==> config.mk <==
export PLATFORM = sky130hd
export DESIGN_NAME = projection_profile_segmenter_flat
export DESIGN_NICKNAME = d
export VERILOG_FILES = /design/src/pps_pkg.sv /design/src/pps_if.sv /design/src/pps_dark_map.sv /design/src/pps_front.sv /design/src/pps_track.sv /design/src/projection_profile_segmenter.sv /design/src/flat_wrapper.sv
export SDC_FILE = /design/constraint.sdc
export NUM_CORES = 2
export LEC_CHECK = 0
export BUFFER_PORTS_ARGS = -buffer_cell sky130_fd_sc_hd__buf_2
export CAP_MARGIN = 10
export CORE_ASPECT_RATIO = 0.9
export CORE_UTILIZATION = 60
export CTS_CLUSTER_DIAMETER = 50
export DETAILED_ROUTE_END_ITERATION = 7
export GPL_TIMING_DRIVEN = 0
export MAX_ROUTING_LAYER = met4
export PLACE_DENSITY = 0.76
export RECOVER_POWER = 100
export SLEW_MARGIN = 20
export SYNTH_ARGS = -nofsm -noshare
export SYNTH_HDL_FRONTEND = slang
export SYNTH_HIERARCHICAL = 1
export SYNTH_SLANG_ARGS = --single-unit
export TNS_END_PERCENT = 5
==> constraint.sdc <==
create_clock -name clk -period 77.8 [get_ports clk]
set_input_delay 3.89 -clock clk [delete_from_list [all_inputs] [get_ports clk]]
set_output_delay 3.89 -clock clk [all_outputs]
set_load 0.005 [all_outputs]
==> src/pps_pkg.sv <==
// pps_pkg: shared constants, types and helpers of the projection profile segmenter
// depends on nothing; imported by every other file of the block

package pps_pkg;

    // frame size limits
    localparam int MAX_WIDTH  = 1024;
    localparam int MAX_HEIGHT = 1024;

    // field widths
    localparam int PIXEL_W      = 8;
    localparam int THRESHOLD_W  = 8;
    localparam int SIZE_W       = 11;
    localparam int SEG_START_W  = 10;
    localparam int SEG_LENGTH_W = 11;
    localparam int SEG_INDEX_W  = 9;
    localparam int SEGS_W       = 10;

    // derived internal widths
    localparam int COL_W = $clog2(MAX_WIDTH);
    localparam int ROW_W = $clog2(MAX_HEIGHT);
    localparam int POS_W = (COL_W > ROW_W) ? COL_W : ROW_W;
    localparam int MAX_DIM = (MAX_WIDTH > MAX_HEIGHT) ? MAX_WIDTH : MAX_HEIGHT;
    localparam int RUN_W = $clog2(MAX_DIM + 1);
    localparam int CMP_W = (SIZE_W > RUN_W) ? SIZE_W : RUN_W;

    // configuration channel
    localparam int CFG_IDX_W  = 2;
    localparam int CFG_DATA_W = 11;

    typedef enum logic [CFG_IDX_W-1:0] {
        REG_THRESHOLD    = 2'd0,
        REG_AXIS_MODE    = 2'd1,
        REG_IMAGE_WIDTH  = 2'd2,
        REG_IMAGE_HEIGHT = 2'd3
    } pps_reg_t;

    localparam logic [THRESHOLD_W-1:0] THRESHOLD_RESET = 8'd128;
    localparam logic                   AXIS_MODE_RESET = 1'b0;
    localparam logic [SIZE_W-1:0]      WIDTH_RESET     = 11'd1024;
    localparam logic [SIZE_W-1:0]      HEIGHT_RESET    = 11'd1024;

    localparam logic AXIS_ROWS = 1'b0;

    typedef struct packed {
        logic [THRESHOLD_W-1:0] threshold;
        logic                   axis_mode;
        logic [SIZE_W-1:0]      image_width;
        logic [SIZE_W-1:0]      image_height;
    } pps_cfg_t;

    // one pixel on its way from the front stage to the run tracker
    typedef struct packed {
        logic [COL_W-1:0] col;
        logic [ROW_W-1:0] row;
        logic             row_end;
        logic             last_row;
        logic             first_row;
        logic             lt;
        logic             le;
        logic             fwd;
        logic             fwd_val;
    } pps_item_t;

    // dark map write from the run tracker
    typedef struct packed {
        logic             en;
        logic [COL_W-1:0] addr;
        logic             data;
    } pps_wr_t;

    // zero acts as one, oversize saturates
    function automatic logic [CMP_W-1:0] clamp_size(input logic [SIZE_W-1:0] v,
                                                    input logic [CMP_W-1:0] maxv);
        logic [CMP_W-1:0] ext;
        ext = CMP_W'(v);
        if (ext == '0)
            return CMP_W'(1);
        else if (ext > maxv)
            return maxv;
        else
            return ext;
    endfunction

endpackage

==> src/pps_if.sv <==
// pps_if: valid/ready channel interfaces of the segmenter (pixels, segments, config)
// depends on pps_pkg

interface pps_pixel_if;
    import pps_pkg::*;
    logic               valid;
    logic               ready;
    logic [PIXEL_W-1:0] pixel;
    modport source (output valid, output pixel, input ready);
    modport sink   (input valid, input pixel, output ready);
endinterface

interface pps_seg_if;
    import pps_pkg::*;
    logic                    valid;
    logic                    ready;
    logic [SEG_START_W-1:0]  seg_start;
    logic [SEG_LENGTH_W-1:0] seg_length;
    logic [SEG_INDEX_W-1:0]  seg_index;
    modport source (output valid, output seg_start, output seg_length, output seg_index,
                    input ready);
    modport sink   (input valid, input seg_start, input seg_length, input seg_index,
                    output ready);
endinterface

interface pps_cfg_if;
    import pps_pkg::*;
    logic                  valid;
    logic                  ready;
    logic [CFG_IDX_W-1:0]  index;
    logic [CFG_DATA_W-1:0] data;
    modport source (output valid, output index, output data, input ready);
    modport sink   (input valid, input index, input data, output ready);
endinterface

==> src/pps_dark_map.sv <==
// pps_dark_map: per-column dark map, one-bit synchronous memory with registered read
// holds the clearing pass after reset; depends on pps_pkg

module pps_dark_map (
    input  logic                      clk,
    input  logic                      rst_n,
    input  logic                      rd_en,
    input  logic [pps_pkg::COL_W-1:0] rd_addr,
    output logic                      rd_data,
    input  pps_pkg::pps_wr_t          wr,
    output logic                      busy
);
    import pps_pkg::*;

    logic             mem [MAX_WIDTH];
    logic             rd_data_reg;
    logic             clr_active_reg, clr_active_next;
    logic [COL_W-1:0] clr_addr_reg, clr_addr_next;
    logic             wr_en_eff;
    logic [COL_W-1:0] wr_addr_eff;
    logic             wr_data_eff;

    // clearing sweep, one entry a cycle
    always_comb
    begin
        clr_active_next = clr_active_reg;
        clr_addr_next   = clr_addr_reg;
        if (clr_active_reg)
        begin
            if (clr_addr_reg == COL_W'(MAX_WIDTH - 1))
                clr_active_next = 1'b0;
            else
                clr_addr_next = clr_addr_reg + 1'b1;
        end
    end

    always_ff @(posedge clk or negedge rst_n)
    begin
        if (!rst_n)
        begin
            clr_active_reg <= 1'b1;
            clr_addr_reg   <= '0;
        end
        else
        begin
            clr_active_reg <= clr_active_next;
            clr_addr_reg   <= clr_addr_next;
        end
    end

    // write port shared between sweep and tracker
    always_comb
    begin
        wr_en_eff   = clr_active_reg ? 1'b1 : wr.en;
        wr_addr_eff = clr_active_reg ? clr_addr_reg : wr.addr;
        wr_data_eff = clr_active_reg ? 1'b0 : wr.data;
    end

    // memory array
    always_ff @(posedge clk)
    begin
        if (wr_en_eff)
            mem[wr_addr_eff] <= wr_data_eff;
        if (rd_en)
            rd_data_reg <= mem[rd_addr];
    end

    assign rd_data = rd_data_reg;
    assign busy    = clr_active_reg;

endmodule

==> src/pps_front.sv <==
// pps_front: pixel acceptance, raster position counters and dark map read issue
// registers each pixel into the tracker stage; depends on pps_pkg, pps_if

module pps_front (
    input  logic                      clk,
    input  logic                      rst_n,
    input  pps_pkg::pps_cfg_t         cfg,
    pps_pixel_if.sink                 pixels,
    input  logic                      busy,
    input  logic                      s1_advance,
    input  pps_pkg::pps_wr_t          wr,
    output logic                      rd_en,
    output logic [pps_pkg::COL_W-1:0] rd_addr,
    output logic                      item_valid,
    output pps_pkg::pps_item_t        item
);
    import pps_pkg::*;

    logic [COL_W-1:0] col_reg, col_next;
    logic [ROW_W-1:0] row_reg, row_next;
    logic             s1_valid_reg, s1_valid_next;
    pps_item_t        item_reg, item_next;
    logic [CMP_W-1:0] width_eff;
    logic [CMP_W-1:0] height_eff;
    logic             accept;
    logic             row_end;
    logic             last_row;

    assign pixels.ready = !busy && (!s1_valid_reg || s1_advance);
    assign accept       = pixels.valid && pixels.ready;

    // position decode
    always_comb
    begin
        width_eff  = clamp_size(cfg.image_width, CMP_W'(MAX_WIDTH));
        height_eff = clamp_size(cfg.image_height, CMP_W'(MAX_HEIGHT));
        row_end    = CMP_W'(col_reg) >= (width_eff - 1'b1);
        last_row   = CMP_W'(row_reg) >= (height_eff - 1'b1);
    end

    // raster advance and stage load
    always_comb
    begin
        col_next      = col_reg;
        row_next      = row_reg;
        s1_valid_next = s1_valid_reg;
        item_next     = item_reg;
        if (s1_advance)
            s1_valid_next = 1'b0;
        if (accept)
        begin
            s1_valid_next      = 1'b1;
            item_next.col      = col_reg;
            item_next.row      = row_reg;
            item_next.row_end  = row_end;
            item_next.last_row = last_row;
            item_next.first_row = (row_reg == '0);
            item_next.lt       = pixels.pixel < cfg.threshold;
            item_next.le       = pixels.pixel <= cfg.threshold;
            // tracker writes this entry in the same cycle as our read
            item_next.fwd      = wr.en && (wr.addr == col_reg);
            item_next.fwd_val  = wr.data;
            if (row_end)
            begin
                col_next = '0;
                if (last_row)
                    row_next = '0;
                else
                    row_next = row_reg + 1'b1;
            end
            else
            begin
                col_next = col_reg + 1'b1;
            end
        end
    end

    always_ff @(posedge clk or negedge rst_n)
    begin
        if (!rst_n)
        begin
            col_reg      <= '0;
            row_reg      <= '0;
            s1_valid_reg <= 1'b0;
        end
        else
        begin
            col_reg      <= col_next;
            row_reg      <= row_next;
            s1_valid_reg <= s1_valid_next;
        end
    end

    always_ff @(posedge clk)
    begin
        item_reg <= item_next;
    end

    assign rd_en      = accept;
    assign rd_addr    = col_reg;
    assign item_valid = s1_valid_reg;
    assign item       = item_reg;

endmodule

==> src/pps_track.sv <==
// pps_track: dark map update, run tracking and the segment output register
// depends on pps_pkg, pps_if

module pps_track (
    input  logic               clk,
    input  logic               rst_n,
    input  pps_pkg::pps_cfg_t  cfg,
    input  logic               item_valid,
    input  pps_pkg::pps_item_t item,
    input  logic               rd_data,
    output logic               s1_advance,
    output pps_pkg::pps_wr_t   wr,
    pps_seg_if.source          segments
);
    import pps_pkg::*;

    logic                    prev_dark_reg, prev_dark_next;
    logic [POS_W-1:0]        run_begin_reg, run_begin_next;
    logic [RUN_W-1:0]        run_count_reg, run_count_next;
    logic [SEGS_W-1:0]       seg_cnt_reg, seg_cnt_next;
    logic                    row_has_ink_reg, row_has_ink_next;
    logic                    out_valid_reg, out_valid_next;
    logic [SEG_START_W-1:0]  out_start_reg;
    logic [SEG_LENGTH_W-1:0] out_length_reg;
    logic [SEG_INDEX_W-1:0]  out_index_reg;

    logic             fire;
    logic             old_dark;
    logic             new_dark;
    logic             ink_row;
    logic             do_track;
    logic             dark;
    logic             prev;
    logic [POS_W-1:0] pos;
    logic             last;
    logic [POS_W-1:0] trk_begin;
    logic [RUN_W-1:0] trk_count;
    logic             trk_emit;

    assign s1_advance = !out_valid_reg || segments.ready;
    assign fire       = item_valid && s1_advance;

    // dark map read-modify-write
    always_comb
    begin
        old_dark = item.fwd ? item.fwd_val : rd_data;
        new_dark = item.first_row ? item.le : (old_dark | item.le);
        wr.en    = fire && (cfg.axis_mode != AXIS_ROWS);
        wr.addr  = item.col;
        wr.data  = new_dark;
    end

    // select what the run tracker sees this pixel
    always_comb
    begin
        ink_row = row_has_ink_reg | item.lt;
        if (cfg.axis_mode != AXIS_ROWS)
        begin
            do_track = item.last_row;
            dark     = new_dark;
            prev     = (item.col == '0) ? 1'b0 : prev_dark_reg;
            pos      = POS_W'(item.col);
            last     = item.row_end;
        end
        else
        begin
            do_track = item.row_end;
            dark     = ink_row;
            prev     = prev_dark_reg;
            pos      = POS_W'(item.row);
            last     = item.last_row;
        end
        trk_begin = (dark && !prev) ? pos : run_begin_reg;
        if (!dark)
            trk_count = run_count_reg;
        else if (prev)
            trk_count = run_count_reg + 1'b1;
        else
            trk_count = RUN_W'(1);
        trk_emit = do_track && (dark ? last : prev);
    end

    // run state update
    always_comb
    begin
        prev_dark_next   = prev_dark_reg;
        run_begin_next   = run_begin_reg;
        run_count_next   = run_count_reg;
        seg_cnt_next     = seg_cnt_reg;
        row_has_ink_next = row_has_ink_reg;
        if (fire)
        begin
            if (cfg.axis_mode == AXIS_ROWS)
                row_has_ink_next = ink_row;
            if (item.row_end)
                row_has_ink_next = 1'b0;
            if (do_track)
            begin
                prev_dark_next = dark;
                run_begin_next = trk_begin;
                run_count_next = trk_count;
            end
            if (trk_emit)
                seg_cnt_next = seg_cnt_reg + 1'b1;
            // end of frame
            if (item.row_end && item.last_row)
            begin
                prev_dark_next = 1'b0;
                run_begin_next = '0;
                run_count_next = '0;
                seg_cnt_next   = '0;
            end
        end
    end

    // output register handshake
    always_comb
    begin
        out_valid_next = out_valid_reg;
        if (segments.ready)
            out_valid_next = 1'b0;
        if (fire && trk_emit)
            out_valid_next = 1'b1;
    end

    always_ff @(posedge clk or negedge rst_n)
    begin
        if (!rst_n)
        begin
            prev_dark_reg   <= 1'b0;
            run_begin_reg   <= '0;
            run_count_reg   <= '0;
            seg_cnt_reg     <= '0;
            row_has_ink_reg <= 1'b0;
            out_valid_reg   <= 1'b0;
        end
        else
        begin
            prev_dark_reg   <= prev_dark_next;
            run_begin_reg   <= run_begin_next;
            run_count_reg   <= run_count_next;
            seg_cnt_reg     <= seg_cnt_next;
            row_has_ink_reg <= row_has_ink_next;
            out_valid_reg   <= out_valid_next;
        end
    end

    // segment payload
    always_ff @(posedge clk)
    begin
        if (fire && trk_emit)
        begin
            out_start_reg  <= SEG_START_W'(trk_begin);
            out_length_reg <= SEG_LENGTH_W'(trk_count);
            out_index_reg  <= SEG_INDEX_W'(seg_cnt_reg);
        end
    end

    assign segments.valid      = out_valid_reg;
    assign segments.seg_start  = out_start_reg;
    assign segments.seg_length = out_length_reg;
    assign segments.seg_index  = out_index_reg;

endmodule

==> src/projection_profile_segmenter.sv <==
// projection_profile_segmenter: top level, configuration registers and stage wiring
// a segment passes from the closing pixel's transfer through the tracker stage register
// and the segment output register, and can wait in the tracker stage while the output stalls
// throughput: one pixel per cycle through the dark map read-modify-write with write forwarding;
// a stalled segment holds the tracker stage and with it the pixel input
// reset: control state clears at once; the dark map is then cleared one column a cycle,
// all MAX_WIDTH columns, with pixels held off; configuration transfers are taken throughout
// depends on pps_pkg, pps_if, pps_dark_map, pps_front, pps_track

module projection_profile_segmenter (
    input  logic      clk,
    input  logic      rst_n,
    pps_pixel_if.sink pixels,
    pps_seg_if.source segments,
    pps_cfg_if.sink   cfg
);
    import pps_pkg::*;

    pps_cfg_t         cfg_reg, cfg_next;
    pps_item_t        item;
    pps_wr_t          wr;
    logic             item_valid;
    logic             s1_advance;
    logic             rd_en;
    logic [COL_W-1:0] rd_addr;
    logic             rd_data;
    logic             busy;

    assign cfg.ready = 1'b1;

    // register writes
    always_comb
    begin
        cfg_next = cfg_reg;
        if (cfg.valid)
        begin
            unique case (pps_reg_t'(cfg.index))
                REG_THRESHOLD:    cfg_next.threshold    = THRESHOLD_W'(cfg.data);
                REG_AXIS_MODE:    cfg_next.axis_mode    = cfg.data[0];
                REG_IMAGE_WIDTH:  cfg_next.image_width  = SIZE_W'(cfg.data);
                REG_IMAGE_HEIGHT: cfg_next.image_height = SIZE_W'(cfg.data);
                default:          cfg_next = cfg_reg;
            endcase
        end
    end

    always_ff @(posedge clk or negedge rst_n)
    begin
        if (!rst_n)
        begin
            cfg_reg.threshold    <= THRESHOLD_RESET;
            cfg_reg.axis_mode    <= AXIS_MODE_RESET;
            cfg_reg.image_width  <= WIDTH_RESET;
            cfg_reg.image_height <= HEIGHT_RESET;
        end
        else
        begin
            cfg_reg <= cfg_next;
        end
    end

    pps_front u_front (
        .clk        (clk),
        .rst_n      (rst_n),
        .cfg        (cfg_reg),
        .pixels     (pixels),
        .busy       (busy),
        .s1_advance (s1_advance),
        .wr         (wr),
        .rd_en      (rd_en),
        .rd_addr    (rd_addr),
        .item_valid (item_valid),
        .item       (item)
    );

    pps_dark_map u_map (
        .clk     (clk),
        .rst_n   (rst_n),
        .rd_en   (rd_en),
        .rd_addr (rd_addr),
        .rd_data (rd_data),
        .wr      (wr),
        .busy    (busy)
    );

    pps_track u_track (
        .clk        (clk),
        .rst_n      (rst_n),
        .cfg        (cfg_reg),
        .item_valid (item_valid),
        .item       (item),
        .rd_data    (rd_data),
        .s1_advance (s1_advance),
        .wr         (wr),
        .segments   (segments)
    );

endmodule

==> src/flat_wrapper.sv <==
// flat-port wrapper written by rule: the top's interface ports become plain ports
module projection_profile_segmenter_flat import pps_pkg::*;
  (clk, rst_n, pixels_valid, pixels_pixel, pixels_ready, segments_valid, segments_seg_start, segments_seg_length, segments_seg_index, segments_ready, cfg_valid, cfg_index, cfg_data, cfg_ready);
  pps_pixel_if pixels_i ();
  pps_seg_if segments_i ();
  pps_cfg_if cfg_i ();
  input  logic clk;
  input  logic rst_n;
  input wire logic [$bits(pixels_i.valid)-1:0] pixels_valid;
  input wire logic [$bits(pixels_i.pixel)-1:0] pixels_pixel;
  output wire logic [$bits(pixels_i.ready)-1:0] pixels_ready;
  output wire logic [$bits(segments_i.valid)-1:0] segments_valid;
  output wire logic [$bits(segments_i.seg_start)-1:0] segments_seg_start;
  output wire logic [$bits(segments_i.seg_length)-1:0] segments_seg_length;
  output wire logic [$bits(segments_i.seg_index)-1:0] segments_seg_index;
  input wire logic [$bits(segments_i.ready)-1:0] segments_ready;
  input wire logic [$bits(cfg_i.valid)-1:0] cfg_valid;
  input wire logic [$bits(cfg_i.index)-1:0] cfg_index;
  input wire logic [$bits(cfg_i.data)-1:0] cfg_data;
  output wire logic [$bits(cfg_i.ready)-1:0] cfg_ready;
  assign pixels_i.valid = pixels_valid;
  assign pixels_i.pixel = pixels_pixel;
  assign pixels_ready = pixels_i.ready;
  assign segments_valid = segments_i.valid;
  assign segments_seg_start = segments_i.seg_start;
  assign segments_seg_length = segments_i.seg_length;
  assign segments_seg_index = segments_i.seg_index;
  assign segments_i.ready = segments_ready;
  assign cfg_i.valid = cfg_valid;
  assign cfg_i.index = cfg_index;
  assign cfg_i.data = cfg_data;
  assign cfg_ready = cfg_i.ready;
  projection_profile_segmenter u_core (.clk(clk), .rst_n(rst_n), .pixels(pixels_i), .segments(segments_i), .cfg(cfg_i));
endmodule
==> flow_summary.ini <==
[worst_hold_path]
worstHoldPathCells = 1
hp-start = u_core/cfg_reg[27]
hold_end = u_core/cfg_reg[27]
holdCritPathClass = flip-flop to flip-flop

[floorplan]
die_area_um2 = 89040
core_um2 = 86530
chipHeight_um = 283.2
ios = 59
start_util_pct = 60.91
rows = 102
die_width_um = 314.4

[yosys]
syn_nets = 3890
synth_enable_flop_cells = 1082
yosysUniqueCellTypes = 92
synth_area_leaders = edfxtp_1 62%, mux4_2 8.4%, nor2_1 7.8%
ys_warn_count = 6
postSynthAreaPerCell_um2 = 13.77
ys.flop_type = edfxtp_1
synth_seq_cells = 1178
yosysSeqAreaShare_pct = 66.21
post-synth-top-area-fraction_pct = 61.64
async_flop_share_pct = 8.149
synth_top_area_cell = edfxtp_1
syn_inst = 3828
post_synth_instance_area_um2 = 52710

[clock_tree]
clk_transition_reported_paths_ns = 0.06
post_cts_resized = 0
cts-buffers-inserted = 118
clkLatencyLatePin_ns = 0.74
h-tree-depth = 3
post_cts_buffers = 0
cts.sinks = 1178
cts_root_buf = clkbuf_16
cts_tree = built
cts_hold_buf = 0
clockBufferDepth = 3

[cells_and_area]
final_cell_mix = 1,102 x nor2_1, 1,082 x edfxtp_1, 282 x clkbuf_1
syn2layout_area_growth_pct = 10.77
drive_gt1_share_pct = 13.85
final_common_cell = nor2_1
largest_reg_flops = 1024
fin_nets = 4099
final_area_um2 = 58390

[grt]
grtUsageTotal_pct = 40.09
first_global_vias = 35200
grt_max_degree = 69
grt_pass1_wl_um = 243000
antenna_found_initial = 10
overflow = 0

[timing]
setup_slack_ns = 68.88
maxSlewViolCount = 841
tns_ns = 0
grt_setup_unrepaired = false
setup_violations = 0
timing.slew.headroom_pct = -155.7
worstMarginPinSlew_ns = 3.835
period_minus_slack_ns = 8.918
hold_viol_final = 0
skew_ns = 0.04984
fmax_mhz = 112.1
post-route-period-util_pct = 11.46

[placed_design]
placed_area_um2 = 55140
hpwl_um = 111300
dp_slack_ns = 69.34
place_congestion = 1.047
port_buffers = 57

[setup_path]
r2r-start = u_core/u_map/busy
cp.required_ns = 78.07
cp.arrival_ns = 9.19
cp-start-kind = flip-flop
critical_path_class = flip-flop to flip-flop
ff2ff_path_depth = 10
reg2reg_to = u_core/u_map/mem[427]
worstPathMaxFanout = 40
endpoint_kind = flip-flop
r2r_slack_ns = 68.88

[run_status]
violations = DRC, capacitance limit, slew limit
outcome = finished with violations

[power_and_ir_drop]
power_mw = 1.803
total_leakage_power_nw = 18.30
powerDensity_nw_per_um2 = 30.88
ir_drop_mv = 0.02254

[detailed_routing]
drt_iter0_drc = 8091
num_vias = 37120
routed_wire_length_per_instance_um = 32.66
ant_nets = 0
drt-total-wl_um = 172800
drt-vias-per-instance = 7.014
drc = 63
drtPass1Iterations = 8

[job]
maxCapViolCount = 21
## worst max-delay path by stage
stage	cells after the start	endpoint	slack (ns)	from
2_1_floorplan	4	u_core/u_map/mem[0]	46.91	u_core/u_front/item[1]
3_3_place_gp	4	u_core/u_map/mem[419]	28.97	u_core/u_front/item[1]
3_5_place_dp	5	pixels_ready	69.34	segments_ready
4_1_cts	5	pixels_ready	69.34	segments_ready
5_1_grt	10	u_core/u_map/mem[426]	68.59	u_core/u_map/busy
6_report	10	u_core/u_map/mem[427]	68.88	u_core/u_map/busy
## cells in the mapped netlist, types with 27 or more instances
master,instances
a22o_1,39
a21oi_1,62
edfxtp_1,1082
nand2_1,136
dfrtp_1,92
o221ai_1,41
buf_1,27
inv_1,31
nor3_1,38
mux4_2,197
nor2_1,1102
nor2b_1,30
buf_4,31
nand3_1,40
clkbuf_1,228
ha_1,36
mux2_2,39
o21ai_0,38
a22oi_1,28
mux2i_1,107
## area by class of cell
cell class | count | area (um^2)
sequential | 1178 | 34900
inverter | 36 | 137.6
clock inverter | 77 | 666.9
antenna | 10 | 25.02
clock buffer | 144 | 3177
multi-input combinational | 2288 | 16080
buffer | 326 | 1559
fill | 5995 | 28140
timing repair buffer | 89 | 406.6
tap | 1144 | 1431
## critical path, cell delays in order, from the launching register on
cell      delay, ns
dfstp_1        0.39
clkbuf_1       0.19
clkbuf_1       0.27
clkbuf_1       0.29
nor2b_1        1.14
clkbuf_1       0.82
clkbuf_1       1.11
clkbuf_1       1.13
clkbuf_1       0.69
clkbuf_1       1.15
clkbuf_1       1.18
## layer usage
layer  GRT usage [%]  part of all wire [%]  wire length, um
met1           51.62                    33            57800
met2           53.71                    42            72200
met3           17.65                    18            31130
met4           20.46                   6.8            11690
met5               -                     0                0
## metrics by stage
stage	instances	hold slack, ns	util [%]
floorplan	3828	0.4411	-
global placement	5029	0.4716	62.90
detailed placement	5061	0.4714	63.73
CTS	5282	0.4926	68.17
global route	5291	0.5064	67.47
finish	5292	0.4868	67.48
## cell families after synthesis
group	count (synthesis)	share of synthesized area [%]
mux	362	12.17
xor+xnor	28	0.4653
fa+ha+maj	36	0.8546
simple gates	1480	11.76
buf+inv	362	3.245
compound gates	381	5.289
flops	1178	66.21
other cells	1	0.007115
## power breakdown
group          switching, mW  internal, mW
clock network          0.247         0.320
logic                  0.341         0.134
registers             0.0153         0.746
total                  0.603          1.20
Power figures use the tool's default switching activity.
